<file path="config.mk">
export PLATFORM = sky130hd
export DESIGN_NAME = link_primary_station_fsm
export DESIGN_NICKNAME = d
export VERILOG_FILES = /design/src/hdl/lps_pkg.sv /design/src/hdl/link_primary_station_fsm.sv
export SDC_FILE = /design/constraint.sdc
export NUM_CORES = 1
export LEC_CHECK = 0
export ABC_CLOCK_PERIOD_IN_PS = 3100
export BUFFER_PORTS_ARGS = -buffer_cell sky130_fd_sc_hd__buf_4
export CORE_AREA = 2 2 68 70
export DETAILED_ROUTE_END_ITERATION = 12
export DIE_AREA = 0 0 70 72
export PLACE_DENSITY = 0.83
export RECOVER_POWER = 50
export SYNTH_ARGS = -nofsm -noshare
export SYNTH_HDL_FRONTEND = slang
export SYNTH_SLANG_ARGS = --single-unit
</file>
<file path="constraint.sdc">
create_clock -name clk -period 3.1 [get_ports clk]
set_input_delay 0.62 -clock clk [delete_from_list [all_inputs] [get_ports clk]]
set_output_delay 0.62 -clock clk [all_outputs]
set_load 0.05 [all_outputs]
</file>
<file path="src/hdl/lps_pkg.sv">
// Package for the primary-station link controller: state, event and
// command codes, and the result word type. No dependencies.
package lps_pkg;

  typedef enum logic [2:0] {
    ST_IDLE        = 3'd0,
    ST_UNCONF_TXW  = 3'd1,
    ST_RESET_TXW   = 3'd2,
    ST_CONF_TXW    = 3'd3,
    ST_STATUS_TXW  = 3'd4,
    ST_RESET_WAIT  = 3'd5,
    ST_CONF_WAIT   = 3'd6,
    ST_STATUS_WAIT = 3'd7
  } lps_state_t;

  // Event codes carried in req_type.
  localparam logic [3:0] EV_SEND_CONF     = 4'd0;
  localparam logic [3:0] EV_SEND_UNCONF   = 4'd1;
  localparam logic [3:0] EV_REQ_STATUS    = 4'd2;
  localparam logic [3:0] EV_TX_DONE       = 4'd3;
  localparam logic [3:0] EV_ACK           = 4'd4;
  localparam logic [3:0] EV_NACK          = 4'd5;
  localparam logic [3:0] EV_LINK_STATUS   = 4'd6;
  localparam logic [3:0] EV_NOT_SUPPORTED = 4'd7;
  localparam logic [3:0] EV_TIMEOUT       = 4'd8;

  // Frame to queue.
  localparam logic [2:0] FRM_NONE        = 3'd0;
  localparam logic [2:0] FRM_UNCONF_DATA = 3'd1;
  localparam logic [2:0] FRM_CONF_DATA   = 3'd2;
  localparam logic [2:0] FRM_RESET_LINKS = 3'd3;
  localparam logic [2:0] FRM_REQ_STATUS  = 3'd4;

  // Response timer command.
  localparam logic [1:0] TMR_NONE   = 2'd0;
  localparam logic [1:0] TMR_START  = 2'd1;
  localparam logic [1:0] TMR_CANCEL = 2'd2;

  // Send outcome.
  localparam logic [1:0] SEND_NONE = 2'd0;
  localparam logic [1:0] SEND_OK   = 2'd1;
  localparam logic [1:0] SEND_FAIL = 2'd2;

  // Keep-alive outcome.
  localparam logic [1:0] KA_NONE         = 2'd0;
  localparam logic [1:0] KA_DONE         = 2'd1;
  localparam logic [1:0] KA_FAIL         = 2'd2;
  localparam logic [1:0] KA_FAIL_TIMEOUT = 2'd3;

  // Link status report.
  localparam logic [1:0] STAT_NONE    = 2'd0;
  localparam logic [1:0] STAT_RESET   = 2'd1;
  localparam logic [1:0] STAT_UNRESET = 2'd2;

  // Event fault code.
  localparam logic [1:0] FLT_NONE       = 2'd0;
  localparam logic [1:0] FLT_UNEXPECTED = 2'd1;
  localparam logic [1:0] FLT_INVALID    = 2'd2;

  typedef struct packed {
    lps_state_t state_after;
    logic [2:0] frame_cmd;
    logic       frame_fcb;
    logic [1:0] timer_cmd;
    logic [1:0] send_outcome;
    logic [1:0] keepalive_outcome;
    logic [1:0] status_report;
    logic [1:0] event_fault;
  } lps_result_t;

endpackage

</file>
<file path="src/hdl/link_primary_station_fsm.sv">
// Top level of the primary-station link-layer controller: input register,
// one-pass state transition logic and result register. Uses lps_pkg.
//
// A word accepted into the input register passes on to the result register
// and is presented on the out_ ports from there.
// Throughput: one word per cycle while out_stall is low; the transition is a single lookup.
// Reset (rst_n low, synchronous): state idle, flags and retry count cleared,
// retry_limit cleared, both pipeline stages empty.
module link_primary_station_fsm
  import lps_pkg::*;
(
  input  logic       clk,
  input  logic       rst_n,

  input  logic       in_valid,
  output logic       in_stall,
  input  logic [3:0] in_req_type,
  input  logic       in_tx_success,
  input  logic       in_rx_full,
  input  logic       in_more_segments,

  output logic       out_valid,
  input  logic       out_stall,
  output logic [2:0] out_state_after,
  output logic [2:0] out_frame_cmd,
  output logic       out_frame_fcb,
  output logic [1:0] out_timer_cmd,
  output logic [1:0] out_send_outcome,
  output logic [1:0] out_keepalive_outcome,
  output logic [1:0] out_status_report,
  output logic [1:0] out_event_fault,

  input  logic       cfg_valid,
  output logic       cfg_ready,
  input  logic [7:0] cfg_data
);

  // The configuration register can always be written; software must write it
  // only while the block is idle, which the block itself does not enforce.
  logic [7:0] retry_limit_r;

  assign cfg_ready = 1'b1;

  always_ff @(posedge clk) begin
    if (!rst_n) begin
      retry_limit_r <= '0;
    end else if (cfg_valid && cfg_ready) begin
      retry_limit_r <= cfg_data;
    end
  end

  // Input register stage. The word in this stage is applied to the state
  // machine at the edge where it moves into the result register, so the
  // following word always sees the state left by this one.
  logic       in_v_r;
  logic [3:0] req_type_r;
  logic       tx_success_r;
  logic       rx_full_r;
  logic       more_segments_r;

  logic        out_v_r;
  lps_result_t out_res_r;

  // The stage advances when it holds a word and the result register is
  // empty or is being emptied in this cycle.
  logic advance;
  assign advance  = in_v_r && (!out_v_r || !out_stall);
  assign in_stall = in_v_r && !advance;

  always_ff @(posedge clk) begin
    if (!rst_n) begin
      in_v_r <= 1'b0;
    end else if (in_valid && !in_stall) begin
      in_v_r <= 1'b1;
    end else if (advance) begin
      in_v_r <= 1'b0;
    end
  end

  always_ff @(posedge clk) begin
    if (in_valid && !in_stall) begin
      req_type_r      <= in_req_type;
      tx_success_r    <= in_tx_success;
      rx_full_r       <= in_rx_full;
      more_segments_r <= in_more_segments;
    end
  end

  // Link state kept across words.
  lps_state_t  state_r, state_nxt;
  logic        reset_seen_r, reset_seen_nxt;
  logic        fcb_r, fcb_nxt;
  logic [7:0]  retries_r, retries_nxt;
  lps_result_t res_nxt;

  always_ff @(posedge clk) begin
    if (!rst_n) begin
      state_r      <= ST_IDLE;
      reset_seen_r <= 1'b0;
      fcb_r        <= 1'b0;
      retries_r    <= '0;
    end else if (advance) begin
      state_r      <= state_nxt;
      reset_seen_r <= reset_seen_nxt;
      fcb_r        <= fcb_nxt;
      retries_r    <= retries_nxt;
    end
  end

  // Transition logic. Every field of the command word that an event does
  // not drive stays at its "none" code.
  always_comb begin
    state_nxt      = state_r;
    reset_seen_nxt = reset_seen_r;
    fcb_nxt        = fcb_r;
    retries_nxt    = retries_r;

    res_nxt                   = '0;
    res_nxt.frame_cmd         = FRM_NONE;
    res_nxt.frame_fcb         = 1'b0;
    res_nxt.timer_cmd         = TMR_NONE;
    res_nxt.send_outcome      = SEND_NONE;
    res_nxt.keepalive_outcome = KA_NONE;
    res_nxt.status_report     = STAT_NONE;
    res_nxt.event_fault       = FLT_NONE;

    unique case (req_type_r)
      // Send requests outside idle are ignored without a fault.
      EV_SEND_CONF: begin
        if (state_r == ST_IDLE) begin
          retries_nxt = retry_limit_r;
          if (reset_seen_r) begin
            res_nxt.frame_cmd = FRM_CONF_DATA;
            res_nxt.frame_fcb = fcb_r;
            state_nxt         = ST_CONF_TXW;
          end else begin
            res_nxt.frame_cmd = FRM_RESET_LINKS;
            state_nxt         = ST_RESET_TXW;
          end
        end
      end
      EV_SEND_UNCONF: begin
        if (state_r == ST_IDLE) begin
          res_nxt.frame_cmd = FRM_UNCONF_DATA;
          state_nxt         = ST_UNCONF_TXW;
        end
      end
      EV_REQ_STATUS: begin
        if (state_r == ST_IDLE) begin
          res_nxt.frame_cmd = FRM_REQ_STATUS;
          state_nxt         = ST_STATUS_TXW;
        end
      end
      EV_TX_DONE: begin
        unique case (state_r)
          ST_UNCONF_TXW: begin
            // Unconfirmed data streams segment after segment; the outcome
            // reflects only the last transmission.
            if (more_segments_r) begin
              res_nxt.frame_cmd = FRM_UNCONF_DATA;
            end else begin
              res_nxt.send_outcome = tx_success_r ? SEND_OK : SEND_FAIL;
              state_nxt            = ST_IDLE;
            end
          end
          ST_RESET_TXW, ST_CONF_TXW: begin
            if (tx_success_r) begin
              res_nxt.timer_cmd = TMR_START;
              state_nxt = (state_r == ST_RESET_TXW) ? ST_RESET_WAIT : ST_CONF_WAIT;
            end else begin
              res_nxt.send_outcome = SEND_FAIL;
              state_nxt            = ST_IDLE;
            end
          end
          ST_STATUS_TXW: begin
            if (tx_success_r) begin
              res_nxt.timer_cmd = TMR_START;
              state_nxt         = ST_STATUS_WAIT;
            end else begin
              res_nxt.keepalive_outcome = KA_FAIL;
              state_nxt                 = ST_IDLE;
            end
          end
          default: begin
            res_nxt.event_fault = FLT_INVALID;
          end
        endcase
      end
      EV_ACK: begin
        unique case (state_r)
          ST_RESET_WAIT: begin
            // The remote link is now reset: the first confirmed frame goes
            // out with the frame count bit set.
            reset_seen_nxt        = 1'b1;
            fcb_nxt               = 1'b1;
            res_nxt.timer_cmd     = TMR_CANCEL;
            res_nxt.frame_cmd     = FRM_CONF_DATA;
            res_nxt.frame_fcb     = 1'b1;
            res_nxt.status_report = STAT_RESET;
            state_nxt             = ST_CONF_TXW;
          end
          ST_CONF_WAIT: begin
            fcb_nxt           = !fcb_r;
            res_nxt.timer_cmd = TMR_CANCEL;
            if (more_segments_r) begin
              res_nxt.frame_cmd = FRM_CONF_DATA;
              res_nxt.frame_fcb = !fcb_r;
              state_nxt         = ST_CONF_TXW;
            end else begin
              res_nxt.send_outcome = SEND_OK;
              state_nxt            = ST_IDLE;
            end
          end
          default: begin
            res_nxt.event_fault = FLT_UNEXPECTED;
          end
        endcase
      end
      EV_NACK: begin
        unique case (state_r)
          ST_CONF_WAIT: begin
            // The remote side has lost its link reset. A full buffer ends
            // the send; otherwise the link is reset again with fresh retries.
            res_nxt.status_report = STAT_UNRESET;
            res_nxt.timer_cmd     = TMR_CANCEL;
            if (rx_full_r) begin
              res_nxt.send_outcome = SEND_FAIL;
              state_nxt            = ST_IDLE;
            end else begin
              retries_nxt       = retry_limit_r;
              res_nxt.frame_cmd = FRM_RESET_LINKS;
              state_nxt         = ST_RESET_TXW;
            end
          end
          ST_STATUS_WAIT: begin
            res_nxt.timer_cmd         = TMR_CANCEL;
            res_nxt.keepalive_outcome = KA_FAIL;
            state_nxt                 = ST_IDLE;
          end
          default: begin
            res_nxt.event_fault = FLT_UNEXPECTED;
          end
        endcase
      end
      EV_LINK_STATUS, EV_NOT_SUPPORTED: begin
        if (state_r == ST_STATUS_WAIT) begin
          res_nxt.timer_cmd         = TMR_CANCEL;
          res_nxt.keepalive_outcome =
            (req_type_r == EV_LINK_STATUS) ? KA_DONE : KA_FAIL;
          state_nxt                 = ST_IDLE;
        end else begin
          res_nxt.event_fault = FLT_UNEXPECTED;
        end
      end
      EV_TIMEOUT: begin
        unique case (state_r)
          ST_RESET_WAIT: begin
            if (retries_r != '0) begin
              retries_nxt       = retries_r - 8'd1;
              res_nxt.frame_cmd = FRM_RESET_LINKS;
              state_nxt         = ST_RESET_TXW;
            end else begin
              res_nxt.send_outcome = SEND_FAIL;
              state_nxt            = ST_IDLE;
            end
          end
          ST_CONF_WAIT: begin
            if (retries_r != '0) begin
              retries_nxt       = retries_r - 8'd1;
              res_nxt.frame_cmd = FRM_CONF_DATA;
              res_nxt.frame_fcb = fcb_r;
              state_nxt         = ST_CONF_TXW;
            end else begin
              res_nxt.status_report = STAT_UNRESET;
              res_nxt.send_outcome  = SEND_FAIL;
              state_nxt             = ST_IDLE;
            end
          end
          ST_STATUS_WAIT: begin
            res_nxt.keepalive_outcome = KA_FAIL_TIMEOUT;
            state_nxt                 = ST_IDLE;
          end
          default: begin
            res_nxt.event_fault = FLT_INVALID;
          end
        endcase
      end
      // Undefined event codes change nothing and are flagged as invalid.
      default: begin
        res_nxt.event_fault = FLT_INVALID;
      end
    endcase

    res_nxt.state_after = state_nxt;
  end

  // Result register. It holds its word while the receiver stalls, and the
  // input stage keeps accepting until it is itself full.
  always_ff @(posedge clk) begin
    if (!rst_n) begin
      out_v_r <= 1'b0;
    end else if (advance) begin
      out_v_r <= 1'b1;
    end else if (out_v_r && !out_stall) begin
      out_v_r <= 1'b0;
    end
  end

  always_ff @(posedge clk) begin
    if (advance) begin
      out_res_r <= res_nxt;
    end
  end

  assign out_valid             = out_v_r;
  assign out_state_after       = out_res_r.state_after;
  assign out_frame_cmd         = out_res_r.frame_cmd;
  assign out_frame_fcb         = out_res_r.frame_fcb;
  assign out_timer_cmd         = out_res_r.timer_cmd;
  assign out_send_outcome      = out_res_r.send_outcome;
  assign out_keepalive_outcome = out_res_r.keepalive_outcome;
  assign out_status_report     = out_res_r.status_report;
  assign out_event_fault       = out_res_r.event_fault;

endmodule
</file>
---- Word level (Yosys, flattened, before mapping) ----
Cells that the tools add are included.
word-level totals
  output and inout port bits .............. 20
  register bits ........................... 47
  logic and storage cells ................. 144
cells by class
  add/sub/neg operators ................... 1
  reduce and logical (&&, ||, !) cells .... 28
  muxes and demuxes ....................... 76
  equality and inequality tests ........... 20
operators with widths
  operator                                             number
  two-way mux 2 bit                                    24
  two-way mux 8 bit                                    5
  two-way mux 3 bit                                    11
  one-hot mux 2 bit (4 select lines)                   3
  one-hot mux 3 bit (8 select lines)                   1
  one-hot mux 8 bit (3 select lines)                   1
  one-hot mux 3 bit (7 select lines)                   1
  two-way mux 1 bit                                    18
  one-hot mux 3 bit (3 select lines)                   2
  equality test 4 x 3 -> 1 bit, second input constant  4
  equality test 3 bit, second input constant           4
  one-hot mux 2 bit (6 select lines)                   1
  one-hot mux 3 bit (2 select lines)                   2
  one-hot mux 5 bit (2 select lines)                   1
  OR reduction 3 bit                                   3
  equality test 4 x 2 -> 1 bit, second input constant  2
  inequality test 2 bit, second input constant         4
  one-hot mux 2 bit (2 select lines)                   2
  nonzero test 8 bit                                   1
  OR reduction 2 bit                                   4
  subtractor 8 x 1 -> 8 bit, second input constant     1
  AND reduction 7 bit                                  1
  equality test 3 x 2 -> 1 bit, second input constant  2
  one-hot mux 2 bit (3 select lines)                   1
  16 further kinds                                     26

---- Longest topological paths before layout ----
Gate-level depths: netlist of run 1.
  word-level depth ........................ 8
  depth in mapped cells ................... 8
  depth with buffers taken out ............ 7

---- Worst setup path before layout of run 1 ----
No wires, ideal clock.
  kind .................................... input to register
  start ................................... input port out_stall
  end ..................................... register retries_r[0]
  stages on the path ...................... 5
  slack ................................... 960 ps
  data arrival time ....................... 2020 ps
  path buffers ............................ 0
  setup time .............................. 120 ps
  required time ........................... 2980 ps
  cell sequence ........................... a21bo_2 > a2111o_1 > a2111o_1 > and2_0 > o31a_1
between the ends
  longest elaborated chain between the ends .. 4
ends and longest elaborated chain
  what                                  line                             RTL
  start, declared                       link_primary_station_fsm.sv:23   input logic out_stall,
  zero test 1 bit                       link_primary_station_fsm.sv:67   assign advance = in_v_r && (!out_v_r || !out_stall);
  logical OR 1 bit                      link_primary_station_fsm.sv:67
  logical AND 1 bit                     link_primary_station_fsm.sv:67
  AND reduction 7 bit (no source line)  n/a
  end signal, assigned                  link_primary_station_fsm.sv:106  retries_r <= retries_nxt;
  end, declared                         link_primary_station_fsm.sv:93   logic [7:0] retries_r, retries_nxt;
Every way passes these cells.
A chain may end at the register's enable or synchronous reset.

---- Worst setup path after layout of run 1 ----
  start ................................... register state_r[0]
  end ..................................... register retries_r[0]
between the ends
  longest elaborated chain between the ends .. 4
  elaborated cells on any way between the ends .. 8
  those cells by class .................... 5 x eq/ne; 3 x reduce/logical
ends and longest elaborated chain
  what                                           line                                                              RTL
  start, declared                                link_primary_station_fsm.sv:90                                    lps_state_t state_r, state_nxt;
  start signal, assigned                         link_primary_station_fsm.sv:103                                   state_r <= state_nxt;
  equality test 3 bit, on equally long branches  link_primary_station_fsm.sv:220, link_primary_station_fsm.sv:256
  OR reduction 2 bit (no source line)            n/a
  inequality test 2 bit (no source line)         n/a
  AND reduction 7 bit (no source line) (*)       n/a
Mark *: on every way between the ends. The rest lies on a longest branch, timed or not.

==> results by group, run 1 <==
Cells and area
  • Area taken by multi-input logic gates: 1250 um2
  • Area grow syn2layout: 13.40%
  • Diodes inserted: 0
  • Sequential cell area: 1181 um2
  • Share of cells above drive strength 1: 11.08%
  • Nets: 336
  • FILL cells: 373

Synth
  • Sequential-to-total area share from yosys stat: 46.00%
  • Average size of a mapped cell: 8.977 um2
  • Synth top cells by count: a21oi_1 (24), edfxtp_1 (24), nand2_1 (24)
  • Mapped Cells: 286
  • Post-synth EDFFs: 24
  • Yosys Warn Count: 0
  • Flops & latches, synth: 47
  • Top cell type's share of synthesized area: approximately 28%
  • Fraction of registers with async set/reset: 0%
  • Synthesized area: 2567 um2
  • Post-Syn Nets: just over 300
  • Most used flip-flop cell after synthesis: edfxtp_1
  • Netlist cell types: 57
  • Synth area leaders: edfxtp_1 (28%), dfxtp_1 (18%), a21oi_1 (4.7%), nor2b_1 (3.9%), mux2i_1 (3.5%)
  • Cell taking the most area after synthesis: edfxtp_1

Routing
  • Antenna Nets Post-Route: 0
  • DRC: 0
  • Vias per cell: 6.274
  • TritonRoute pass-1 iters: 6
  • Via count: 2309
  • DR WL/cell: 16.36 um
  • Drt total wl: about 6000 um
  • Detailed Route Iter0 Violations: 288

Clock network
  • CTS root buf: clkbuf_8
  • Worst-path clk slew: 0.09 ns
  • Post-CTS setup buffer count: 0
  • Clock Path Buffers: 2
  • Post_cts resized: 0
  • CTS buffer count: 5
  • Later-pin clock latency in the skew report: 0.31 ns
  • Hold_buf cts: 0
  • CTS H-Tree Depth: 2
  • # clock sinks: 47
  • CTS tree: yes

Placement
  • HPWL after DPL: 4088 um
  • Port Buf Inserts: 38
  • GPL Wtd Cong: around 0.97

Global route
  • Number of global-route vias before repair: 2065
  • Remaining global-route overflow: 0
  • Pin count of the biggest net entering global routing: 28
  • Initial antenna violation count: 0
  • Global-route wire length before repair: 9873 um
  • GR Util All Layers: 24.65%

STA
  • Period utilisation layout: 79.02%
  • Fmax: just over 400 MHz
  • Slew Limit Fails: 0
  • Setup violators final: 0
  • Slew headroom: 27.38%
  • Final Hold Viols: 0
  • Clock Skew: 0.004579 ns
  • Worst Tran Pin Value: between 1 and 1.5 ns
  • Unrepaired setup endpoints after global routing: false
  • Tmin final: approximately 2.4 ns
  • Setup TNS: 0 ns

Power
  • Clk network pwr share: roughly 33%
  • Internal power: 998.2 uW
  • Pwr Total: between 1000 and 1500 uW
  • Psw: 390.4 uW
  • Logic pwr share: 15.3%
  • Pwr/cell area: 477.0 nW/um2
  • Sequential share of power: 51.6%
  • Switch share: 28.12%
  • P_leak: 0.001065 uW
  • IR Drop Worst-Case VDD: 0.4186 mV

Floorplan
  • Core ar.: 4264 um2
  • Starting Density: 60.21%
  • Die height: 72 um
  • Cell Rows: 24
  • Die W: around 70 um
  • I/O pin count: 40
  • Die Area: 5040 um2

Setup path
  • Setup crit end kind: flip-flop
  • Critical path data arrival time: 2.65 ns
  • Max FO, Critical Path: 17
  • Setup CP Type: flip-flop to flip-flop
  • WP data required: 3.30 ns
  • Setup crit start kind: flip-flop

Run
  • Max Cap Viol: 0

Outcome
  • Status: finished, final reports clean

Worst hold path
  • HP Class: flip-flop to flip-flop
-- power groups by stage --
stage / registers (uW) / clock network [uW] / logic (uW)
final: 716 / 460 / 212
after global routing: 720 / 492 / 229
after CTS: 715 / 465 / 219
after detailed placement: 729 / 0 / 218
after global placement: 728 / 0 / 214
after floorplan: 745 / 0 / 134
-- layer usage --
layer	wire (um)	GRT usage, %
met4	176	11.32
met2	2827	40.85
met3	551	5.139
met5	0	0
met1	2465	31.35
-- sequential cells by signal, summed over array words and instances (netlist names) --
register / cells
fcb_r: 1
in_v_r: 1
more_segments_r: 1
out_event_fault: 2
out_frame_cmd: 3
out_frame_fcb: 1
out_keepalive_outcome: 2
out_send_outcome: 2
out_state_after: 3
out_status_report: 2
out_timer_cmd: 2
out_valid: 1
req_type_r: 4
reset_seen_r: 1
retries_r: 8
retry_limit_r: 8
rx_full_r: 1
state_r: 3
tx_success_r: 1
-- layout make-up --
type | instances | area share (%)
multi-input cells | 206 | 42.93
flip-flops and latches | 47 | 40.57
repair buffers | 44 | 9.025
clock buffers | 5 | 2.364
well taps | 52 | 2.235
clock inverters | 3 | 1.461
inverters | 11 | 1.418
-- worst max-delay path, stage by stage (launching register included) --
cell,delay (ns)
dfxtp_1,0.48
or4_4,0.62
and3_1,0.21
a2111o_1,0.50
and2_0,0.24
o31a_1,0.29
-- path summary, 6_finish.rpt --
kind / start / to / slack (ns) / cells after the start
setup / recovery: state_r[0] / retries_r[0] / 0.65 / 5
hold / removal: retries_r[7] / retries_r[7] / 0.48 / 2
setup reg to reg: state_r[0] / retries_r[0] / 0.65 / 5
hold reg to reg: retries_r[7] / retries_r[7] / 0.48 / 2
-- placed cells by master, fill, tap and decap left out, drive strengths merged, types with 2 or more instances in the layout --
cell type / synthesis / final
a22oi: 2 / 2
nand4: 2 / 2
or4b: 2 / 2
a2111o: 2 / 2
o22ai: 3 / 3
buf: 4 / 19
xor2: 2 / 2
nor2: 21 / 21
edfxtp: 24 / 24
o2bb2ai: 4 / 4
a21oi: 24 / 24
or3: 4 / 4
nor3: 7 / 7
mux2i: 9 / 9
nand2b: 3 / 3
clkbuf: 18 / 30
inv: 11 / 12
or2: 3 / 3
o21ai: 19 / 19
a31oi: 5 / 5
a21boi: 4 / 4
o21a: 3 / 3
nor4: 4 / 4
nand2: 24 / 24
nor3b: 3 / 3
o2111ai: 2 / 2
o211a: 2 / 2
nand3: 9 / 9
dfxtp: 23 / 23
nor2b: 16 / 16
and3: 3 / 3
o211ai: 2 / 2
and2: 3 / 3
nor4bb: 3 / 3
-- logic make-up after synthesis --
kind of cell,after synthesis,synth area share [%]
AOI/OAI and AO/OA,83,21.00
xor gates and xnor gates,2,0.6824
adders and majority gates,1,0.4873
buffers and inverters,33,5.311
DFF,47,46.00
muxes,9,3.509
other,1,0.1461
and+or+nand+nor,110,22.86
-- per-stage QoR --
stage | std cells | hold slack, ns | area (um2) | setup slack (ns) | util, %
2_1_floorplan | 286 | 0.4370 | 2567 | 0.9599 | -
3_3_place_gp | 360 | 0.4499 | 2868 | 0.6015 | 67.25
6_report | 368 | 0.4839 | 2912 | 0.6503 | 68.28
5_1_grt | 368 | 0.4912 | 2912 | 0.5476 | 68.28
3_5_place_dp | 360 | 0.4678 | 2868 | 0.5677 | 67.25
4_1_cts | 368 | 0.4773 | 2979 | 0.6649 | 69.87
(Power assumes the default switching activity.)
==> inputs of run 2 (changes only) <==
--- a/config.mk
+++ b/config.mk
@@ -5,12 +5,12 @@
 export SDC_FILE = /design/constraint.sdc
 export NUM_CORES = 1
 export LEC_CHECK = 0
-export ABC_CLOCK_PERIOD_IN_PS = 3100
+export ABC_CLOCK_PERIOD_IN_PS = 2350
 export BUFFER_PORTS_ARGS = -buffer_cell sky130_fd_sc_hd__buf_4
-export CORE_AREA = 2 2 68 70
+export CORE_AREA = 2 2 71 73
 export DETAILED_ROUTE_END_ITERATION = 12
-export DIE_AREA = 0 0 70 72
-export PLACE_DENSITY = 0.83
+export DIE_AREA = 0 0 73 75
+export PLACE_DENSITY = 0.76
 export RECOVER_POWER = 50
 export SYNTH_ARGS = -nofsm -noshare
 export SYNTH_HDL_FRONTEND = slang
==> constraint.sdc (replaced) <==
create_clock -name clk -period 2.35 [get_ports clk]
set_input_delay 0.47 -clock clk [delete_from_list [all_inputs] [get_ports clk]]
set_output_delay 0.47 -clock clk [all_outputs]
set_load 0.05 [all_outputs]
==> results by group, run 2 (synthesized netlist as in run 1, its figures left out) <==
Outcome
  • Status: finished, final reports clean

STA
  • Period utilisation layout: 93.98%
  • Setup violators final: 0
  • Final Hold Viols: 0
  • Slew headroom: 60.41%
  • Worst Tran Pin Value: 0.5964 ns
  • Clock Skew: 0.006484 ns
  • Fmax: 452.8 MHz
  • Unrepaired setup endpoints after global routing: false
  • Setup TNS: 0 ns
  • Slew Limit Fails: 0
  • Tmin final: approximately 2.2 ns

Floorplan
  • Die W: about 73 um
  • Core ar.: 4661 um2
  • I/O pin count: 40
  • Starting Density: 55.09%
  • Die height: 75 um
  • Cell Rows: 25
  • Die Area: approximately 5500 um2

Cells and area
  • Share of cells above drive strength 1: 14.07%
  • FILL cells: 431
  • Area grow syn2layout: 16.28%
  • Diodes inserted: 0
  • Nets: approximately 350
  • Biggest regs: retries_r: 8 flops, retry_limit_r: 8 flops, req_type_r: 4 flops
  • Most common cell after layout, fill and taps aside: buf_4
  • Core Util, Final: 64.05%
  • Most frequent cells in the layout: buf_4 (28), nand2_1 (24), a21oi_1 (24), edfxtp_1 (24), dfxtp_1 (23)

Clock network
  • Later-pin clock latency in the skew report: 0.31 ns
  • CTS buffer count: 5
  • CTS H-Tree Depth: 2
  • CTS root buf: clkbuf_8
  • Clock Path Buffers: 2
  • # clock sinks: 47
  • CTS tree: yes
  • Worst-path clk slew: 0.09 ns

Run
  • Max Cap Viol: 0

Global route
  • Remaining global-route overflow: 0
  • Global-route wire length before repair: 9791 um
  • GR Util All Layers: 23.24%
  • Number of global-route vias before repair: 2028
  • Pin count of the biggest net entering global routing: 29
  • Initial antenna violation count: 0

Setup path
  • Setup CP Type: flip-flop to flip-flop
  • Critical path data arrival time: roughly 2.4 ns
  • Setup crit end kind: flip-flop
  • Max FO, Critical Path: 8
  • Setup crit start kind: flip-flop
  • WP data required: between 2 and 3 ns

Placement
  • Port Buf Inserts: 38
  • GPL Wtd Cong: 0.9661
  • HPWL after DPL: 4295 um

Routing
  • Drt total wl: 6008 um
  • DR WL/cell: about 16 um
  • Via count: 2314
  • Vias per cell: 6.073
  • Detailed Route Iter0 Violations: 235
  • DRC: 0
  • Antenna Nets Post-Route: 0
  • TritonRoute pass-1 iters: 5

Worst hold path
  • HP Class: input pin to flip-flop

Power
  • P_leak: 0.001106 uW
  • Pwr/cell area: 601.0 nW/um2
  • IR Drop Worst-Case VDD: 0.4165 mV
run 2: path summary, 6_finish.rpt:
check / startpoint / end / slack (ns) / cells past startpoint
max: state_r[0] / retries_r[0] / 0.14 / 6
min: in_more_segments / more_segments_r / 0.35 / 1
max reg2reg: state_r[0] / retries_r[0] / 0.14 / 6
min reg2reg: retries_r[1] / retries_r[1] / 0.47 / 2
run 2: layout make-up:
class | count | area (um2) | share of cell area, %
Timing Repair Buffer | 55 | 337.8 | 11.32
Clock buffer | 7 | 97.59 | 3.269
Clock inverter | 1 | 6.256 | 0.2096
Tap cell | 54 | 67.56 | 2.263
Sequential cell | 47 | 1181 | 39.56
Inverter | 11 | 41.29 | 1.383
Multi-Input combinational cell | 206 | 1254 | 41.99
run 2: routing by layer:
layer  share of wire (%)  up-vias  routed length [um]  track usage (%)
li1                    -     1119                   -                -
met1                  45     1076                2733            31.83
met2                  45      108                2726            36.34
met3                 7.4       11                 447            4.819
met4                 1.7        0                 100            9.053
met5                   0        -                   0                0
run 2: power breakdown:
group | internal [uW] | leakage [uW] | switching, uW
clock | 276 | 0.0000539 | 285
sequential | 900 | 0.000421 | 30.0
combinational | 108 | 0.000632 | 196
total | 1280 | 0.00111 | 511
run 2: metrics by stage:
step	total power, uW	cell area, um2	setup WS (ns)	hold WS, ns	cells
floorplan	1159	2567	0.2904	0.4370	286
global placement	1259	2945	0.1755	0.4532	372
detailed placement	1260	2945	0.1092	0.4626	372
CTS	1804	3049	0.09377	0.3358	380
global route	1861	2985	0.01314	0.3489	381
finish	1794	2985	0.1414	0.3538	381
run 2: timing repair:
item / CTS / global route
buffers inserted: 0 / 1
gates resized for setup: 0 / 2
endpoints found under the setup margin: 0 / 5
hold buffers: 0 / 0
run 2: critical path, stage by stage (launching register included):
cell	delay, ns
dfxtp_1	0.41
or4_4	0.59
and3_1	0.20
a2111o_1	0.31
buf_4	0.16
and2_0	0.14
o31a_1	0.28
